<file path="config.mk">
export PLATFORM = sky130hd
export DESIGN_NAME = lfsq_ram
export DESIGN_NICKNAME = d
export VERILOG_FILES = /design/src/rtl/lfsq_ram.sv
export SDC_FILE = /design/constraint.sdc
export NUM_CORES = 1
export LEC_CHECK = 0
export BUFFER_PORTS_ARGS = -buffer_cell sky130_fd_sc_hd__buf_2
export CAP_MARGIN = 10
export CORE_MARGIN = 2
export CORE_UTILIZATION = 65
export CTS_CLUSTER_SIZE = 14
export DETAILED_ROUTE_END_ITERATION = 7
export GPL_TIMING_DRIVEN = 0
export PLACE_DENSITY = 0.9
export SETUP_SLACK_MARGIN = 0.05
export SLEW_MARGIN = 5
export SYNTH_ARGS = -nofsm -noshare
export SYNTH_HDL_FRONTEND = slang
export SYNTH_SLANG_ARGS = --single-unit
</file>
<file path="constraint.sdc">
create_clock -name clk -period 2.8 [get_ports clk]
set_input_delay 0.14 -clock clk [delete_from_list [all_inputs] [get_ports clk]]
set_output_delay 0.14 -clock clk [all_outputs]
set_load 0.02 [all_outputs]
</file>
<file path="src/rtl/lfsq_ram.sv">
// ----------------------------------------------------------------------------
// lfsq_ram: generic single-port-write, single-port-read memory
// One write and one registered read per cycle; read returns old data on collision.
// ----------------------------------------------------------------------------
module lfsq_ram #(
	parameter int WIDTH = 8,
	parameter int DEPTH = 16
) (
	input  logic                     clk,
	input  logic                     wr_en,
	input  logic [$clog2(DEPTH)-1:0] wr_addr,
	input  logic [WIDTH-1:0]         wr_data,
	input  logic [$clog2(DEPTH)-1:0] rd_addr,
	output logic [WIDTH-1:0]         rd_data
);

	logic [WIDTH-1:0] mem_q [DEPTH];

	// write port
	always_ff @(posedge clk) begin
		if (wr_en) begin
			mem_q[wr_addr] <= wr_data;
		end
	end

	// registered read port
	always_ff @(posedge clk) begin
		rd_data <= mem_q[rd_addr];
	end

endmodule

</file>
==> metrics.csv <==
metric;value;unit
number of core rows;32;
wire length of the first global-routing pass;15500;um
fin nets;290;
flip-flop and latch count after synthesis;136;
die footprint;0.00865;mm2
setup_tns;0;ns
Final Hold Fails;0;
actual slew at the worst max-slew pin;1.20;ns
R2R Setup Slk;1.38;ns
CP peak stage delay;0.90;ns
aggregate routed wire length;10300;um
hold path startpoint;wr_data[7];
area share of the largest cell type after synthesis;0.747;
H-tree depth;4;
run status;finished clean;
achievable frequency;641;MHz
DRC errors left;0;
via count;2523;
TritonCTS clock tree;built;
part of the Yosys area used for sequential elements;0.778;
share of post-route cells with drive strength above 1;0.271;
Post-CTS Setup Bufs;0;
cell depth of the worst min-delay path;1;
largest driver fanout on the critical path;8;
cell types with the largest area share after synthesis;sky130_fd_sc_hd__edfxtp_1 75%, sky130_fd_sc_hd__mux4_2 7.9%, sky130_fd_sc_hd__mux4_1 7.1%, sky130_fd_sc_hd__dfxtp_1 3.1%, sky130_fd_sc_hd__a22oi_1 2.3%;
setup skew after layout;0.00982;ns
Tot GR Track Use;0.268;
CP Capture Type;register;
Buffers on Ports;24;
category of the worst setup path launch point;primary input;
worst reg2reg endpoint;rd_data[3]$_DFF_P_;
I/O pin cnt;26;
endpoint required time on the critical path;2.93;ns
number of antenna violations at the first check in global routing;0;
post-DR vias/cell;6.54;
number of clock buffers inserted by TritonCTS;17;
final routed wire length divided by cell count;26.8;um
number of enable flip-flop cells after synthesis;128;
Starting DRT DRC Count;335;
remaining antenna violation count;0;
syn_area_per_cell;22.5;um2
initial core utilization;0.670;
type of the setup path with the least slack;in -> reg;
flip-flop cell with the highest count after synthesis;sky130_fd_sc_hd__edfxtp_1;
Worst Hold Path EP;mem_q[14][7]$_DFFE_PP_;
Hold Buf Count CTS;0;
Critical-path top delay cell;sky130_fd_sc_hd__nor3_1;
Leak Pwr;0.00201;uW
syn nets;247;
number of gates resized after CTS;0;
diode count;0;
area of the mapped netlist;0.00515;mm2
clock input transition at the sequential cells of the worst setup and hold paths;0.06;ns
number of pins with negative max-slew slack in the final report;0;
pin count of the biggest net entering global routing;17;
reported max-cap violation count;0;
die outline width;93.0;um
residual overflow from global routing;0;
setup repair after global routing missed its margin;no;
library cell with the highest instance count after synthesis;sky130_fd_sc_hd__edfxtp_1;
Worst R2R Path Depth;3;
fraction of the cycle the final worst path needs;0.557;
number of warnings issued by yosys;0;
class of the worst hold path;in -> reg;
top cells by instance count after synthesis;128 x sky130_fd_sc_hd__edfxtp_1, 18 x sky130_fd_sc_hd__mux4_2, 16 x sky130_fd_sc_hd__a22oi_1;
Cell Count Post-Placement;355;
Root Driver;sky130_fd_sc_hd__clkbuf_8;
layout-stage area growth over the synthesis result;15.7;%
Die Y-Extent;93.0;um
post-layout instance count excluding filler cells;386;
arrival time of data at the critical path endpoint;1.69;ns
highest ir drop seen on vdd;507;uV
number of instances in the synthesized netlist;229;
crit path cell chain;buf_2 > or3b_2 > nor3_1;
hold slack;0.0186;ns
share of synthesized registers carrying an async set or reset;0;
launch instance of the worst register-to-register path;mem_q[5][3]$_DFFE_PP_;
Period minus WS final;1.56;ns
GP Congestion;0.789;
number of search-and-repair iterations in the first detailed-routing pass;4;
clock latency reported for the late side of the worst-skew pair;0.52;ns
number of distinct library cells after synthesis;19;
area leader, netlist;sky130_fd_sc_hd__edfxtp_1;
worst-case clock buffer depth;2;
Core Region;0.00769;mm2
FILL cells;393;
total of endpoints with negative setup slack in the final report;0;
sink count of the clock tree;136;
placed wire-length estimate after detailed placement;6060;um
via count of the first global-routing pass;2510;
remaining max-slew budget at the tightest pin;0.197;
power per cell area;778;mW/mm2
critical path, delay by kind of cell:
kind,cells,cell delay [ns]
buffers and inverters,1,0.12
and+or+nand+nor,2,1.43
kinds of logic (layout without fill, tap and decap cells):
group,count (synthesis),after routing,share of synthesized area
multiplexers,32,32,0.150
AND/OR/NAND/NOR,35,35,0.0318
AO/OA/AOI/OAI,16,16,0.0233
buffers and inverters,10,65,0.0168
flip-flops,136,136,0.778
layer usage:
| metal | GRT usage | wire (um) | up-vias |
|---|---|---|---|
| met5 | 0 | 0 | - |
| met3 | 0.0862 | 875 | 17 |
| met2 | 0.408 | 5220 | 153 |
| met4 | 0.0821 | 176 | 0 |
| met1 | 0.381 | 4070 | 1296 |
| li1 | - | - | 1057 |
placed cells by master, fill, tap and decap left out, types with 2 or more instances in the layout:
master and instances:
sky130_fd_sc_hd__buf_6 3, sky130_fd_sc_hd__edfxtp_1 128, sky130_fd_sc_hd__buf_2 27, sky130_fd_sc_hd__bufinv_16 2, sky130_fd_sc_hd__nor3_1 4, sky130_fd_sc_hd__mux4_2 18, sky130_fd_sc_hd__nand3b_1 2, sky130_fd_sc_hd__nand2_1 9
sky130_fd_sc_hd__nand2b_1 2, sky130_fd_sc_hd__clkbuf_1 7, sky130_fd_sc_hd__clkdlybuf4s25_2 3, sky130_fd_sc_hd__a22oi_1 16, sky130_fd_sc_hd__nor2_1 13, sky130_fd_sc_hd__clkbuf_8 5, sky130_fd_sc_hd__mux4_1 14, sky130_fd_sc_hd__dfxtp_1 8
sky130_fd_sc_hd__clkbuf_16 16
area by class of cell:
cell class	count	area, um2	share of cell area
plain buffers	10	86.3	0.0145
clock buffers	28	495	0.0832
well taps	102	128	0.0214
multi-input cells	83	1060	0.178
clock inverters	3	65.1	0.0109
flip-flops and latches	136	4000	0.672
repair buffers	24	120	0.0202
metrics by stage:
step | util | cell area (um2) | setup WS, ns | total power, uW
6_report | 0.775 | 5960 | 1.24 | 4630
5_1_grt | 0.775 | 5960 | 1.12 | 4740
4_1_cts | 0.775 | 5960 | 1.24 | 4640
3_5_place_dp | 0.702 | 5400 | 0.712 | 2560
3_3_place_gp | 0.702 | 5400 | 0.669 | 2540
2_1_floorplan | - | 5150 | 1.17 | 2460
worst max path at each step:
stage / from / endpoint / cells after the start
after floorplan: wr_addr[2] / mem_q[0][0]$_DFFE_PP_ / 2
after global placement: wr_addr[2] / mem_q[0][4]$_DFFE_PP_ / 3
after detailed placement: wr_addr[2] / mem_q[0][4]$_DFFE_PP_ / 3
after CTS: wr_addr[2] / mem_q[0][5]$_DFFE_PP_ / 3
after global routing: wr_addr[2] / mem_q[0][0]$_DFFE_PP_ / 3
final: wr_addr[2] / mem_q[0][5]$_DFFE_PP_ / 3
power breakdown:
part / total (uW) / switching [uW] / internal, uW
clock: 2110 / 750 / 1360
combinational: 235 / 145 / 90.6
sequential: 2290 / 12.9 / 2280
registers in the layout (all words and copies together), names as in the netlist:
name and count:
mem_q 128, rd_data 8
Note: power is estimated with default switching activity, not from simulation.
