<file path="config.mk">
export PLATFORM = sky130hd
export DESIGN_NAME = lfsq_eval
export DESIGN_NICKNAME = d
export VERILOG_FILES = /design/src/rtl/lfsq_pkg.sv /design/src/rtl/lfsq_eval.sv
export SDC_FILE = /design/constraint.sdc
export NUM_CORES = 1
export LEC_CHECK = 0
export ABC_AREA = 1
export BUFFER_PORTS_ARGS = -buffer_cell sky130_fd_sc_hd__buf_4
export CORE_ASPECT_RATIO = 0.5
export CORE_UTILIZATION = 48
export DETAILED_ROUTE_END_ITERATION = 8
export PLACE_DENSITY = 0.82
export SYNTH_ARGS = -nofsm -noshare
export SYNTH_HDL_FRONTEND = slang
export SYNTH_SLANG_ARGS = --single-unit
</file>
<file path="constraint.sdc">
create_clock -name vclk -period 6.18
set_input_delay 0.618 -clock vclk [all_inputs]
set_output_delay 0.618 -clock vclk [all_outputs]
set_load 0.05 [all_outputs]
</file>
<file path="src/rtl/lfsq_pkg.sv">
// ----------------------------------------------------------------------------
// lfsq_pkg: shared types and constants for the largest free square finder
// Grid limits, field widths, register indexes and the evaluator structs.
// ----------------------------------------------------------------------------
package lfsq_pkg;

	// grid limits
	localparam int MAX_COLS = 1024;
	localparam int MAX_ROWS = 1024;

	// field widths
	localparam int COL_W   = 10;
	localparam int ROW_W   = 10;
	localparam int SIDE_W  = 11;
	localparam int DIM_W   = 11;
	localparam int CFG_IDX_W = 8;

	// line buffer address width
	localparam int LINE_AW = $clog2(MAX_COLS);

	// configuration register indexes
	localparam logic [CFG_IDX_W-1:0] REG_GRID_COLS = CFG_IDX_W'(0);
	localparam logic [CFG_IDX_W-1:0] REG_GRID_ROWS = CFG_IDX_W'(1);

	// neighbor values and running best seen by the cell evaluator
	typedef struct packed {
		logic              cell_free;
		logic [SIDE_W-1:0] right;
		logic [SIDE_W-1:0] below;
		logic [SIDE_W-1:0] below_right;
		logic [SIDE_W-1:0] best_side;
	} lfsq_nbr_t;

	// evaluator result: square side at this cell and best-update flag
	typedef struct packed {
		logic [SIDE_W-1:0] value;
		logic              take;
	} lfsq_eval_t;

	// clamp a configured dimension into 1..max
	function automatic logic [DIM_W-1:0] clamp_dim(input logic [DIM_W-1:0] v,
	                                               input logic [DIM_W-1:0] maxv);
		logic [DIM_W-1:0] r;
		if (v == '0) begin
			r = DIM_W'(1);
		end else if (v > maxv) begin
			r = maxv;
		end else begin
			r = v;
		end
		return r;
	endfunction

endpackage

</file>
<file path="src/rtl/lfsq_eval.sv">
// ----------------------------------------------------------------------------
// lfsq_eval: per-cell square side evaluator
// Side = 1 + min of right, below and below-right for a free cell, else 0.
// ----------------------------------------------------------------------------
module lfsq_eval (
	input  lfsq_pkg::lfsq_nbr_t  nbr,
	output lfsq_pkg::lfsq_eval_t res
);

	logic [lfsq_pkg::SIDE_W-1:0] min_rb;
	logic [lfsq_pkg::SIDE_W-1:0] min_all;

	// minimum of the three neighbors
	always_comb begin
		min_rb  = (nbr.right < nbr.below) ? nbr.right : nbr.below;
		min_all = (min_rb < nbr.below_right) ? min_rb : nbr.below_right;
	end

	// side at this cell; equal sides replace the best to favor top then left
	always_comb begin
		res.value = nbr.cell_free ? min_all + lfsq_pkg::SIDE_W'(1) : '0;
		res.take  = (res.value != '0) && (res.value >= nbr.best_side);
	end

endmodule

</file>
==> flow_metrics.py, run 1 <==
metrics = {
    "outcome": {
        "status": "finished clean",
    },
    "logic_synthesis": {
        "synthCells": 276,
        "synth_top_area_frac": 0.254,
        "synth_seq_area_share": 0,
        "netlist_area_um2": 1580,
        "synth_cell_types": 28,
        "yosysTopAreaCell": "ha_1",
        "synth_nets": 353,
        "synthTopCellsByArea": "ha_1, inv_1, nand2_1",
        "avgSynthCellArea_um2": 5.71,
        "yosys_warnings": 0,
    },
    "layout": {
        "final_area_um2": 2170,
        "register_area_um2": 0,
        "final_nets": 415,
        "antenna_cells": 0,
        "n_sequential_cell": 0,
        "stdcell_count": 376,
        "area_growth_pct": 38.0,
        "layout_common_cells": "inv_1, buf_4, nand2_1, ha_1, nand3_1",
        "layout-drive-gt1-share": 0.336,
        "n_clock_buffer": 0,
    },
    "global_route": {
        "grt-ovfl-total": 0,
        "antenna_found_initial": 0,
        "gr-usage-met2": 0.359,
        "grt_pass1_wl_mm": 6.03,
        "grt.total_usage": 0.197,
        "grt_max_degree": 22,
        "grtUsageMet3": 0.00394,
        "grt_pass1_vias": 1506,
        "grt_busiest_layer": "met2",
        "use_met1": 0.277,
    },
    "routing": {
        "ant_nets": 0,
        "drcViolationCount": 0,
        "post_drt_wl_per_cell_um": 10.9,
        "dr.pass1.iters": 4,
        "via_count": 1866,
        "drt_iter0_drc": 75,
        "viasPerCell": 4.96,
        "wirelength_mm": 4.09,
    },
    "pwr": {
        "clkPwrFrac": 0,
        "peakVddDrop_mv": 0.124,
        "p_comb_frac": 1.000,
        "p_switching_w": 0.000225,
        "powerDensity_nw_per_um2": 164,
        "leakagePower_nw": 1.37,
        "total_power_w": 0.000356,
        "p_seq_frac": 0,
        "swShare": 0.633,
        "p_int_w": 0.000131,
    },
    "sta": {
        "slew_headroom": 0.815,
        "worst_pin_slew_ps": 274,
        "finalMaxSlewViolations": 0,
        "hold_viol_final": 0,
        "min_period_over_period": 0.933,
        "fmax_mhz": 173,
        "layout_min_cycle_time_ps": 5770,
        "tns_ps": 0,
        "setup_violations": 0,
        "fin_hold_ws_ps": 1710,
    },
    "min_path": {
        "worstHoldPathCells": 4,
        "hp-class": "in -> out",
    },
    "cts": {
        "cts.hold.buffers_added": 0,
    },
    "place": {
        "placed_area_um2": 2000,
        "place_inst": 368,
        "gp_congestion": 0.849,
        "dpl.hpwl_mm": 3.18,
        "io_buffers": 57,
    },
    "floorplan": {
        "row_count": 14,
        "dieHeight_um": 42.5,
        "die_x_um": 83.0,
        "core_area_um2": 3070,
        "ioPinCount": 57,
        "die_area_um2": 3530,
        "start_util": 0.514,
    },
    "setup_path": {
        "critPathMaxStageDelay_ps": 330,
        "crit_fanout": 10,
        "cp.required_ps": 5560,
        "worst_path_max_delay_cell": "ha_1",
        "worstSetupStartpointType": "primary input",
        "end_kind": "output port",
        "crit_start": "nbr[32]",
        "cp.arrival_ps": 5150,
        "critPathMostFrequentCell": "a21oi_1",
        "worstSetupPathType": "in -> out",
        "critPathCapture": "res[0]",
    },
    "job": {
        "drv_cap": 0,
    },
}
==> cell usage after synthesis, drive strengths merged <==
library cell  instances
nand3                29
buf                   6
nand2                79
o221a                 1
inv                  63
o21ai                 4
nand4                 2
nand3b                4
ha                   32
o21bai                2
o21a                  1
nor2                 25
a21boi                1
and2                  1
a21oi                24
a21o                  1
nor3                  1
==> worst max-delay path: cells and delay by family <==
family                     cells  cell delay [ps]
AOI/OAI and AO/OA             12             1350
adders and majority gates      4             1190
buffers and inverters          4              370
and+or+nand+nor               12             1620
==> cell type report <==
cell class                      count  area [um^2]
Tap cell                           40         50.0
Multi-Input combinational cell    210         1420
Fill cell                         251          891
Inverter                           63          236
Timing Repair Buffer               63          470
==> metal layers <==
metal | vias up | share of wire | routed length (um)
met5 | - | 0 | 0
met4 | 0 | 0 | 0
met3 | 0 | 0.063 | 259
met2 | 68 | 0.48 | 1960
met1 | 800 | 0.46 | 1870
li1 | 998 | - | -
==> what timing repair did <==
action | in CTS | in global routing
setup buffers | 0 | 5
resized for setup | 0 | 25
endpoints found under the setup margin | 0 | 1
==> power by group through the flow <==
| stage | Clock (W) | Combinational (W) | Sequential (W) |
|---|---|---|---|
| floorplan | 0 | 0.000251 | 0 |
| global placement | 0 | 0.000318 | 0 |
| detailed placement | 0 | 0.000326 | 0 |
| CTS | 0 | 0.000326 | 0 |
| global route | 0 | 0.000397 | 0 |
| finish | 0 | 0.000356 | 0 |
==> worst min path at each step <==
stage | startpoint | to | slack [ps]
finish | nbr[44] | res[2] | 1710
detailed placement | nbr[44] | res[2] | 1710
floorplan | nbr[44] | res[1] | 1510
global route | nbr[44] | res[2] | 1750
CTS | nbr[44] | res[2] | 1710
global placement | nbr[44] | res[2] | 1700
==> logic make-up (layout without fill, tap and decap cells) <==
kind of cell,after synthesis,in the layout,synth area share
adder cells (fa/ha/maj),32,32,0.254
buffers and inverters,69,126,0.188
AND/OR/NAND/NOR,141,143,0.433
AO/OA/AOI/OAI,34,35,0.125
==> through the flow <==
| step | setup WS (ps) | util |
|---|---|---|
| after floorplan | 175 | - |
| after CTS | 210 | 0.654 |
| after detailed placement | 223 | 0.654 |
| final | 414 | 0.709 |
| after global routing | -50.5 | 0.709 |
| after global placement | 352 | 0.654 |
(Power assumes the default switching activity.)
==> inputs of run 2 (changes only) <==
--- a/config.mk
+++ b/config.mk
@@ -10,7 +10,7 @@
 export CORE_ASPECT_RATIO = 0.5
 export CORE_UTILIZATION = 48
 export DETAILED_ROUTE_END_ITERATION = 8
-export PLACE_DENSITY = 0.82
+export PLACE_DENSITY = 0.78
 export SYNTH_ARGS = -nofsm -noshare
 export SYNTH_HDL_FRONTEND = slang
 export SYNTH_SLANG_ARGS = --single-unit
==> flow_metrics.py, run 2 (synthesis results as in run 1) <==
metrics = {
    "pwr": {
        "powerDensity_nw_per_um2": 169,
        "leakagePower_nw": 1.45,
        "peakVddDrop_mv": 0.123,
    },
    "layout": {
        "final_common_cell": "buf_4",
        "final_nets": 429,
        "layout-drive-gt1-share": 0.386,
        "area_growth_pct": 48.5,
        "multi_input_area_um2": 1470,
        "layout_common_cells": "buf_4, inv_1, nand2_1, ha_1, nand3_1",
        "nFillCells": 232,
        "final_util": 0.763,
        "register_area_um2": 0,
        "antenna_cells": 0,
        "n_clock_buffer": 0,
        "n_sequential_cell": 0,
    },
    "floorplan": {
        "row_count": 14,
        "die_area_um2": 3530,
        "die_x_um": 83.0,
        "start_util": 0.514,
        "core_area_um2": 3070,
        "ioPinCount": 57,
        "dieHeight_um": 42.5,
    },
    "routing": {
        "dr.pass1.iters": 4,
        "post_drt_wl_per_cell_um": 11.6,
        "via_count": 1969,
        "wirelength_mm": 4.52,
        "drt_iter0_drc": 75,
        "viasPerCell": 5.05,
        "ant_nets": 0,
        "drcViolationCount": 0,
    },
    "setup_path": {
        "crit_fanout": 5,
        "critPathMostFrequentCell": "a21oi_1",
        "worstSetupPathType": "in -> out",
        "end_kind": "output port",
        "worstSetupStartpointType": "primary input",
        "crit_start": "nbr[32]",
        "worst_path_max_delay_cell": "ha_1",
        "critPathMaxStageDelay_ps": 320,
        "cp.required_ps": 5560,
        "cp.arrival_ps": 5270,
    },
    "sta": {
        "min_period_over_period": 0.952,
        "worst_slack_ps": 295,
        "finalMaxSlewViolations": 0,
        "slew_headroom": 0.818,
        "worst_pin_slew_ps": 270,
        "fmax_mhz": 170,
        "layout_min_cycle_time_ps": 5890,
        "hold_viol_final": 0,
        "setup_violations": 0,
    },
    "place": {
        "dpl.hpwl_mm": 3.04,
        "gp_congestion": 0.821,
        "place_ws_ps": 50.9,
        "io_buffers": 57,
    },
    "global_route": {
        "grt_pass1_wl_mm": 5.97,
        "grt-ovfl-total": 0,
        "grt_pass1_vias": 1466,
        "grt_max_degree": 22,
        "antenna_found_initial": 0,
        "grt.total_usage": 0.194,
    },
    "min_path": {
        "hp-class": "in -> out",
        "min_from": "nbr[44]",
        "worstHoldPathCells": 4,
    },
    "outcome": {
        "status": "finished clean",
    },
    "cts": {
        "cts.hold.buffers_added": 0,
    },
    "job": {
        "drv_cap": 0,
    },
}
[run 2: critical path: cells and delay by family]
family | cells | cell delay, ps
adder cells (fa/ha/maj) | 4 | 1080
AO/OA/AOI/OAI | 15 | 2120
buffers and inverters | 6 | 670
AND/OR/NAND/NOR | 8 | 780
[run 2: repair_timing]
action / CTS / global route
buffers inserted: 0 / 20
gates resized for setup: 0 / 41
endpoints found under the setup margin: 0 / 1
endpoints found under the hold margin: 0 / 0
[run 2: final cells by class]
cell class | count | area share
multi-input combinational | 210 | 0.629
inverter | 63 | 0.101
tap | 40 | 0.0214
timing repair buffer | 77 | 0.249
[run 2: worst paths after layout]
kind / slack, ps / to
max: 290 / res[0]
min: 1710 / res[2]
[run 2: power breakdown]
part / leakage, nW / switching, W / internal [W] / total, W
combinational: 1.45 / 0.000240 / 0.000154 / 0.000394
sequential: 0 / 0 / 0 / 0
clock: 0 / 0 / 0 / 0
total: 1.45 / 0.000240 / 0.000154 / 0.000394
[run 2: through the flow]
stage                     instances  TNS (ps)  hold slack (ps)  total power (W)  cell area [um^2]
final                           390         0             1710         0.000394              2340
after global routing            390     -89.0             1730         0.000434              2340
after CTS                       367         0             1710         0.000323              2000
after detailed placement        367         0             1710         0.000322              2000
after global placement          367         0             1700         0.000315              2000
after floorplan                 276         0             1510         0.000251              1580
[run 2: metal layers]
metal | GRT usage | vias to the layer above | wire length, um
li1 | - | 1026 | -
met1 | 0.282 | 843 | 2040
met2 | 0.339 | 84 | 2100
met3 | 0.00591 | 16 | 280
met4 | 0 | 0 | 99
met5 | 0 | - | 0
